**src/mme_pkg.sv**
```systemverilog
`default_nettype none
package mme_pkg;

    // Default structure parameters.
    localparam int DEF_MAX_DIM    = 8;

    // Width of one stored matrix entry.
    localparam int ENTRY_BITS = 16;

    // Fixed field widths.
    localparam int VAL_W   = ENTRY_BITS;
    localparam int KIND_W  = 3;
    localparam int POS_W   = 3;
    localparam int DATA_W  = 24;
    localparam int PROD_W  = 2 * VAL_W;
    localparam int SUM_W   = PROD_W + 1;
    localparam int CNT_W   = 6;
    localparam int BIT_W   = 4;
    localparam int SIZE_W  = 4;

    // Input kinds.
    localparam logic [KIND_W-1:0] K_WRITE_A = 3'd0;
    localparam logic [KIND_W-1:0] K_WRITE_B = 3'd1;
    localparam logic [KIND_W-1:0] K_MUL     = 3'd2;
    localparam logic [KIND_W-1:0] K_ADD     = 3'd3;
    localparam logic [KIND_W-1:0] K_SCALAR  = 3'd4;
    localparam logic [KIND_W-1:0] K_POWER   = 3'd5;

    // Configuration register indexes.
    localparam logic CFG_MODULUS = 1'b0;
    localparam logic CFG_SIZE    = 1'b1;

    typedef enum logic [1:0] {C_IDLE, C_ISSUE, C_WAIT} t_ctl_state;

    typedef enum logic [3:0] {
        ST_WRA, ST_WRB, ST_MUL, ST_ADD, ST_SCAL, ST_PINIT, ST_PSQ,
        ST_PMUL, ST_PCOPY, ST_EMITS, ST_EMITW, ST_ERR
    } t_step;

    typedef enum logic [2:0] {
        DS_IDLE, DS_RD, DS_MUL, DS_ADD, DS_MOD, DS_WR, DS_EOUT, DS_EWAIT
    } t_dp_state;

    typedef enum logic [2:0] {P_WRITE, P_ELEM, P_MUL, P_EMIT, P_ERR} t_pass;
    typedef enum logic [1:0] {X_A, X_WORK, X_SCR, X_VAL} t_xsel;
    typedef enum logic [2:0] {Y_B, Y_WORK, Y_A, Y_ONE, Y_VAL} t_ysel;
    typedef enum logic [1:0] {D_A, D_B, D_WORK, D_SCR} t_dst;

    typedef struct packed {
        logic  start;
        t_pass pass;
        t_xsel xsel;
        t_ysel ysel;
        logic  addb;
        t_dst  dst;
    } t_dp_cmd;

    typedef struct packed {
        logic done;
        logic busy;
    } t_dp_stat;

endpackage
`default_nettype wire

```
**src/mme_ctrl.sv**
```systemverilog
`default_nettype none
module mme_ctrl
    import mme_pkg::*;
#(
    parameter int MAX_DIM = DEF_MAX_DIM
) (
    input  wire  logic              i_clk,
    input  wire  logic              i_rst_n,
    input  wire  logic              i_accept,
    input  wire  logic [KIND_W-1:0] i_kind,
    input  wire  logic [POS_W-1:0]  i_row,
    input  wire  logic [POS_W-1:0]  i_col,
    input  wire  logic [VAL_W-1:0]  i_value,
    input  wire  t_dp_stat          i_stat,
    output logic                    o_ready,
    output t_dp_cmd                 o_cmd
);
    t_ctl_state r_state, n_state;
    t_step      r_step, n_step;
    logic [BIT_W-1:0] r_bit, n_bit, w_top, w_bidx;
    logic [VAL_W-1:0] r_exp, n_exp;
    logic             w_in_range;

    // Highest set bit of the exponent.
    always_comb begin
        w_top = '0;
        for (int b = 0; b < VAL_W; b++) begin
            if (i_value[b]) begin
                w_top = BIT_W'(b);
            end
        end
    end

    assign w_in_range = ({1'b0, i_row} < (POS_W + 1)'(MAX_DIM)) &&
                        ({1'b0, i_col} < (POS_W + 1)'(MAX_DIM));
    assign w_bidx = r_bit - BIT_W'(1);

    // Next state: one datapath pass per step, the power loop walks the exponent.
    always_comb begin
        n_state = r_state;
        n_step  = r_step;
        n_bit   = r_bit;
        n_exp   = r_exp;
        unique case (r_state)
            C_IDLE: begin
                if (i_accept) begin
                    n_exp = i_value;
                    n_bit = w_top;
                    priority case (i_kind)
                        K_WRITE_A: begin
                            n_step  = ST_WRA;
                            n_state = w_in_range ? C_ISSUE : C_IDLE;
                        end
                        K_WRITE_B: begin
                            n_step  = ST_WRB;
                            n_state = w_in_range ? C_ISSUE : C_IDLE;
                        end
                        K_MUL: begin
                            n_step  = ST_MUL;
                            n_state = C_ISSUE;
                        end
                        K_ADD: begin
                            n_step  = ST_ADD;
                            n_state = C_ISSUE;
                        end
                        K_SCALAR: begin
                            n_step  = ST_SCAL;
                            n_state = C_ISSUE;
                        end
                        K_POWER: begin
                            n_step  = (i_value == '0) ? ST_ERR : ST_PINIT;
                            n_state = C_ISSUE;
                        end
                        default: n_state = C_IDLE;
                    endcase
                end
            end
            C_ISSUE: n_state = C_WAIT;
            C_WAIT: begin
                if (i_stat.done) begin
                    n_state = C_ISSUE;
                    unique case (r_step)
                        ST_MUL, ST_ADD, ST_SCAL: n_step = ST_EMITS;
                        ST_PINIT: n_step = (r_bit == '0) ? ST_EMITW : ST_PSQ;
                        ST_PSQ:   n_step = r_exp[w_bidx] ? ST_PMUL : ST_PCOPY;
                        ST_PMUL, ST_PCOPY: begin
                            n_bit  = w_bidx;
                            n_step = (w_bidx == '0) ? ST_EMITW : ST_PSQ;
                        end
                        default: n_state = C_IDLE;
                    endcase
                end
            end
            default: n_state = C_IDLE;
        endcase
    end

    // Outputs: the pass description for the current step.
    always_comb begin
        o_ready    = (r_state == C_IDLE) && !i_stat.busy;
        o_cmd      = '0;
        o_cmd.start = (r_state == C_ISSUE);
        o_cmd.ysel = Y_ONE;
        unique case (r_step)
            ST_WRA:   begin o_cmd.pass = P_WRITE; o_cmd.xsel = X_VAL; o_cmd.dst = D_A; end
            ST_WRB:   begin o_cmd.pass = P_WRITE; o_cmd.xsel = X_VAL; o_cmd.dst = D_B; end
            ST_MUL: begin
                o_cmd.pass = P_MUL; o_cmd.xsel = X_A; o_cmd.ysel = Y_B; o_cmd.dst = D_SCR;
            end
            ST_ADD: begin
                o_cmd.pass = P_ELEM; o_cmd.xsel = X_A; o_cmd.addb = 1'b1; o_cmd.dst = D_SCR;
            end
            ST_SCAL: begin
                o_cmd.pass = P_ELEM; o_cmd.xsel = X_A; o_cmd.ysel = Y_VAL; o_cmd.dst = D_SCR;
            end
            ST_PINIT: begin o_cmd.pass = P_ELEM; o_cmd.xsel = X_A; o_cmd.dst = D_WORK; end
            ST_PSQ: begin
                o_cmd.pass = P_MUL; o_cmd.xsel = X_WORK; o_cmd.ysel = Y_WORK;
                o_cmd.dst  = D_SCR;
            end
            ST_PMUL: begin
                o_cmd.pass = P_MUL; o_cmd.xsel = X_SCR; o_cmd.ysel = Y_A; o_cmd.dst = D_WORK;
            end
            ST_PCOPY: begin o_cmd.pass = P_ELEM; o_cmd.xsel = X_SCR; o_cmd.dst = D_WORK; end
            ST_EMITS: begin o_cmd.pass = P_EMIT; o_cmd.xsel = X_SCR; end
            ST_EMITW: begin o_cmd.pass = P_EMIT; o_cmd.xsel = X_WORK; end
            ST_ERR:   begin o_cmd.pass = P_ERR; end
            default:  ;
        endcase
    end

    always_ff @(posedge i_clk) begin
        if (!i_rst_n) begin
            r_state <= C_IDLE;
            r_step  <= ST_WRA;
            r_bit   <= '0;
            r_exp   <= '0;
        end else begin
            r_state <= n_state;
            r_step  <= n_step;
            r_bit   <= n_bit;
            r_exp   <= n_exp;
        end
    end
endmodule
`default_nettype wire

```
**config.mk**
```make
export PLATFORM = sky130hd
export DESIGN_NAME = mme_ctrl
export DESIGN_NICKNAME = d
export VERILOG_FILES = /design/src/mme_pkg.sv /design/src/mme_ctrl.sv
export SDC_FILE = /design/constraint.sdc
export NUM_CORES = 1
export LEC_CHECK = 0
export ABC_AREA = 1
export BUFFER_PORTS_ARGS = -buffer_cell sky130_fd_sc_hd__buf_4
export CAP_MARGIN = 30
export CORE_MARGIN = 2
export CORE_UTILIZATION = 55
export CTS_BUF_LIST = sky130_fd_sc_hd__clkbuf_4 sky130_fd_sc_hd__clkbuf_8
export DETAILED_ROUTE_END_ITERATION = 6
export GPL_ROUTABILITY_DRIVEN = 0
export PLACE_DENSITY = 0.87
export SYNTH_ARGS = -nofsm -noshare
export SYNTH_HDL_FRONTEND = slang
export SYNTH_SLANG_ARGS = --single-unit
export TNS_END_PERCENT = 5
```
**constraint.sdc**
```tcl
create_clock -name i_clk -period 1.9 [get_ports i_clk]
set_input_delay 0.095 -clock i_clk [delete_from_list [all_inputs] [get_ports i_clk]]
set_output_delay 0.095 -clock i_clk [all_outputs]
set_load 0.03 [all_outputs]
```
# After elaboration in Yosys (flattened, before gate mapping)

Cells that the tools add are included.

Register bits: 26
Bits in latches: 0
Bits in writable memories: 0
Memory bits (read-only): 0
Input port bits: 30
Word-level logic and storage cells: 94
Memories kept: 0

Add/subtract/negate cells: 1
Multipliers: 0
Divide/modulo/power cells: 0
Magnitude comparators: 1
Equal/unequal tests: 23
Shift operators: 0
Mux-type cells: 40
Bitwise logic cells: 0
Reduce and logical (&&, ||, !) cells: 25

Operators by type and width:

| operator                                               | number |
|---|---|
| two-way mux 4 bit                                      | 21 |
| one-hot mux 3 bit (4 select lines)                     | 2 |
| one-hot mux 4 bit (6 select lines)                     | 1 |
| one-hot mux 2 bit (3 select lines)                     | 3 |
| == test 4 x 3 -> 1 bit (second input constant)         | 4 |
| == test 4 bit (second input constant)                  | 4 |
| zero test 16 bit                                       | 1 |
| one-hot mux 4 bit (2 select lines)                     | 2 |
| one-hot mux 4 bit (4 select lines)                     | 1 |
| zero test 4 bit                                        | 3 |
| OR reduction 3 bit                                     | 4 |
| == test 4 x 2 -> 1 bit (second input constant)         | 2 |
| two-way mux 2 bit                                      | 4 |
| OR reduction 2 bit                                     | 4 |
| OR reduction 4 bit                                     | 2 |
| inequality test 7 x 1 -> 1 bit (second input constant) | 1 |
| OR reduction 7 bit                                     | 1 |
| == test 3 x 2 -> 1 bit (second input constant)         | 2 |
| == test 3 bit (second input constant)                  | 2 |
| inequality test 2 bit (second input constant)          | 3 |
| OR reduction 6 bit                                     | 1 |
| < comparator 4 x 5 -> 1 bit (second input constant)    | 1 |
| two-way mux 1 bit                                      | 5 |
| inequality test 5 x 4 -> 1 bit (second input constant) | 1 |
| other kinds (14)                                       | 15 |

# Logic depth before layout (Yosys ltp)

Depth after elaboration: 17
Depth in mapped cells: 17
Depth with buffers taken out: 17

# Worst setup path after synthesis

No wires, ideal clock.

Path kind: reg2reg
Start: register r_bit[0]
End: register r_step[0]
Library setup time: 0.122 ns
Arrival time: 1.595 ns
Required time: 1.778 ns
Setup slack: 0.184 ns
Stages on the path, launching flop included: 13
Buffers on the path: 0
Cells stage by stage: dfxtp_1 -> inv_2 -> ha_1 -> inv_1 -> nand2_1 -> a21oi_1 -> o21ai_0 -> o21ai_0 -> nand2_1 -> nand4_1 -> inv_1 -> o21ai_0 -> a21oi_1

Word-level cells in the longest chain between the ends: 7

Ends and longest elaborated chain:

| item                                    | line            | RTL |
|---|---|---|
| from (decl)                             | mme_ctrl.sv:20  | `logic [BIT_W-1:0] r_bit, n_bit, w_top, w_bidx;` |
| from (signal assigned)                  | mme_ctrl.sv:141 | `r_bit <= n_bit;` |
| subtractor 4 x 1 -> 4 bit               | mme_ctrl.sv:36  | `assign w_bidx = r_bit - BIT_W'(1);` |
| binary-select mux 1 bit (select 4 bit)  | mme_ctrl.sv:85  | `ST_PSQ: n_step = r_exp[w_bidx] ? ST_PMUL : ST_PCOPY;` |
| two-way mux 1 bit (implied by the code) | mme_ctrl.sv:85  |  |
| two-way mux 4 bit                       | mme_ctrl.sv:85  |  |
| one-hot mux 4 bit (4 select lines)      | mme_ctrl.sv:82  | `unique case (r_step)` |
| two-way mux 4 bit                       | mme_ctrl.sv:80  | `if (i_stat.done) begin` |
| one-hot mux 4 bit (2 select lines)      | mme_ctrl.sv:44  | `unique case (r_state)` |
| to (signal assigned)                    | mme_ctrl.sv:140 | `r_step <= n_step;` |
| to (decl)                               | mme_ctrl.sv:19  | `t_step r_step, n_step;` |

Every way passes these cells. The select of a mux whose other input is x is not followed.
A chain may end at the register's enable or synchronous reset.

# Worst setup path in the final report

Start: register r_bit[1]
End: register r_step[0]

Same word-level chain as after synthesis.

==> results.json <==
{
  "finalSetupViolCount": 0,
  "clkLatencyLatePin_ns": 0.33,
  "maxCapViolations": 0,
  "rows": 20,
  "finalHoldViolCount": 0,
  "worstSetupPathType": "reg2reg",
  "postCtsHoldBufs": 0,
  "regArea_um2": 523,
  "pre_cts_slack_ns": 0.0108,
  "startpoint_type": "register",
  "power.leakage_nw": 1.07,
  "fmax_mhz": 546,
  "grt_max_degree": 32,
  "cts_tree": "built",
  "stdcell_count": 355,
  "syn-cell-area_um2": 1750,
  "stdcell_area_um2": 2170,
  "dp_cells": 349,
  "ys_ff_latch": 26,
  "place_area_um2": 2070,
  "initial_core_util": 0.578,
  "fill_cells": 257,
  "cp-end-kind": "register",
  "worstPathMaxFanout": 5,
  "drt_pass1_iterations": 4,
  "finalWirelength_um": 4400,
  "slew_violations": 0,
  "core_um2": 3030,
  "slew_headroom": 0.657,
  "multi_input_area_um2": 1030,
  "crit_arrival_ns": 2.07,
  "netlist_instances": 272,
  "outcome": "finished clean",
  "cp.required_ns": 2.14,
  "synth_warnings": 0,
  "post-route-util": 0.717,
  "fp.dieH_um": 60.4,
  "root_buffer": "clkbuf_4",
  "wl_per_cell_um": 12.4,
  "synth_seq_area_share": 0.298,
  "dieArea_um2": 3650,
  "fin_ws_ns": 0.0677,
  "antenna_found_initial": 0,
  "peakVddDrop_uv": 411,
  "synth_fp_nets": 307,
  "io_buffers": 36,
  "fin_crit_sh": 0.964,
  "clock_path_buffers": 2,
  "grt_use_total": 0.261,
  "fin_skew_ns": 0.00474,
  "diodes": 0,
  "vias_per_cell": 5.38,
  "cts-buffers-inserted": 3,
  "pin_count": 43,
  "overflow": 0,
  "power_density_nw_per_um2": 959,
  "nets": 347,
  "fp.dieW_um": 60.4,
  "hold_path_class": "in2reg",
  "fin_crit_ns": 1.83,
  "cts.htree.levels": 1,
  "netlist-cell-type-count": 32,
  "drt_iter0_drc": 90,
  "layout-drive-gt1-share": 0.232,
  "hpwlAfterDp_um": 3250,
  "grt_pass1_vias": 1705,
  "grt_pass1_wl_um": 7280,
  "worst_pin_slew_ns": 0.510,
  "syn2layout_area_growth_pct": 24.2,
  "drc_errors": 0,
  "fin_setup_tns_ns": 0,
  "vias": 1911,
  "clock_sinks": 26,
  "ant_nets": 0,
  "cts.reportedPaths.clkPinSlew_ns": 0.15,
  "syn_avg_cell_area_um2": 6.43
}
-- flip-flops by register name, indices dropped and copies added (netlist names) --
name and cells:
r_exp 16, r_bit 4, r_step 4, r_state 2
-- cell families after synthesis --
family                   count (synthesis)  share of synthesized area
AND/OR/NAND/NOR                        101                      0.264
AO/OA/AOI/OAI                           82                      0.268
buffers and inverters                   56                      0.124
flip-flops                              26                      0.298
adder cells (fa/ha/maj)                  5                     0.0358
XOR/XNOR                                 2                     0.0100
-- critical path, cell delays in order, from the launching register on --
cell,delay [ns]
dfxtp_2,0.35
inv_1,0.08
ha_4,0.30
buf_12,0.11
nand2_1,0.04
a21oi_1,0.13
a21oi_1,0.06
o21ai_1,0.16
nand2_1,0.10
nand4_1,0.14
inv_1,0.05
o21ai_0,0.14
a21oi_1,0.08
-- placed cells by master (no fill, tap or decap), drive strengths merged, types with 2 or more instances in the layout --
cell,netlist,routed
nand2,52,52
inv,49,49
buf,2,42
a21oi,38,38
o21ai,36,36
nor2,29,29
dfxtp,26,26
nand3,11,11
nand4,5,5
ha,5,5
a31oi,3,3
clkbuf,5,3
nor3,2,2
-- layout make-up --
cell class / count / share of cell area
clock buffer: 3 / 0.0104
clock inverter: 1 / 0.0138
inverter: 49 / 0.0858
timing repair buffer: 42 / 0.151
tap: 44 / 0.0253
multi-input combinational: 190 / 0.473
sequential: 26 / 0.241
-- metrics by stage --
step / hold WS [ns] / total power [mW]
detailed placement: 0.363 / 1.61
global placement: 0.341 / 1.60
finish: 0.00689 / 2.08
floorplan: 0.230 / 1.34
CTS: 0.00954 / 2.02
global route: 0.00292 / 2.21
-- per-layer routing --
layer / routed length (µm) / GRT usage / part of all wire
met1: 1970 / 0.341 / 0.45
met2: 2090 / 0.450 / 0.48
met3: 273 / 0.0277 / 0.062
met4: 70 / 0.0889 / 0.016
met5: 0 / 0 / 0
-- power by group --
part / internal [mW] / switching (mW)
Clock: 0.214 / 0.176
Sequential: 0.620 / 0.0596
Combinational: 0.382 / 0.632
-- synth_stat cells --
master	n	area share
nand2_1	52	0.11
inv_1	40	0.086
a21oi_1	36	0.10
o21ai_0	32	0.092
dfxtp_1	26	0.30
nor2_1	26	0.056
nand3_1	10	0.029
inv_2	8	0.017
clkbuf_1	5	0.011
ha_1	5	0.036
nand4_1	5	0.018
a31oi_1	3	0.011
nor2_4	3	0.019
a21oi_2	2	0.010
o21ai_4	2	0.019
a221oi_2	1	0.0086
a22oi_1	1	0.0043
buf_2	1	0.0029
buf_4	1	0.0043
inv_4	1	0.0036
nand3_4	1	0.010
nor3_1	1	0.0029
nor3_4	1	0.0093
nor4_1	1	0.0036
o211ai_1	1	0.0043
o21ai_1	1	0.0029
o21ai_2	1	0.0050
o221ai_1	1	0.0050
o31ai_1	1	0.0043
or2_4	1	0.0050
xnor2_1	1	0.0050
xor2_1	1	0.0050
-- worst paths after layout --
kind / from / endpoint / slack [ns] / depth (start not counted)
max: r_bit[1] / r_step[0] / 0.07 / 12
min: i_value[12] / r_exp[12] / 0.007 / 3
max reg2reg: r_bit[1] / r_step[0] / 0.07 / 12
min reg2reg: r_exp[12] / r_exp[12] / 0.56 / 2
-- repair_timing --
action                                 in CTS  in global routing
resized for setup                           2                  7
buffers inserted                            0                  2
setup endpoints to repair                   3                  4
pin swaps                                   0                  3
endpoints found under the hold margin       0                  0
Note: power is estimated with default switching activity, not from simulation.
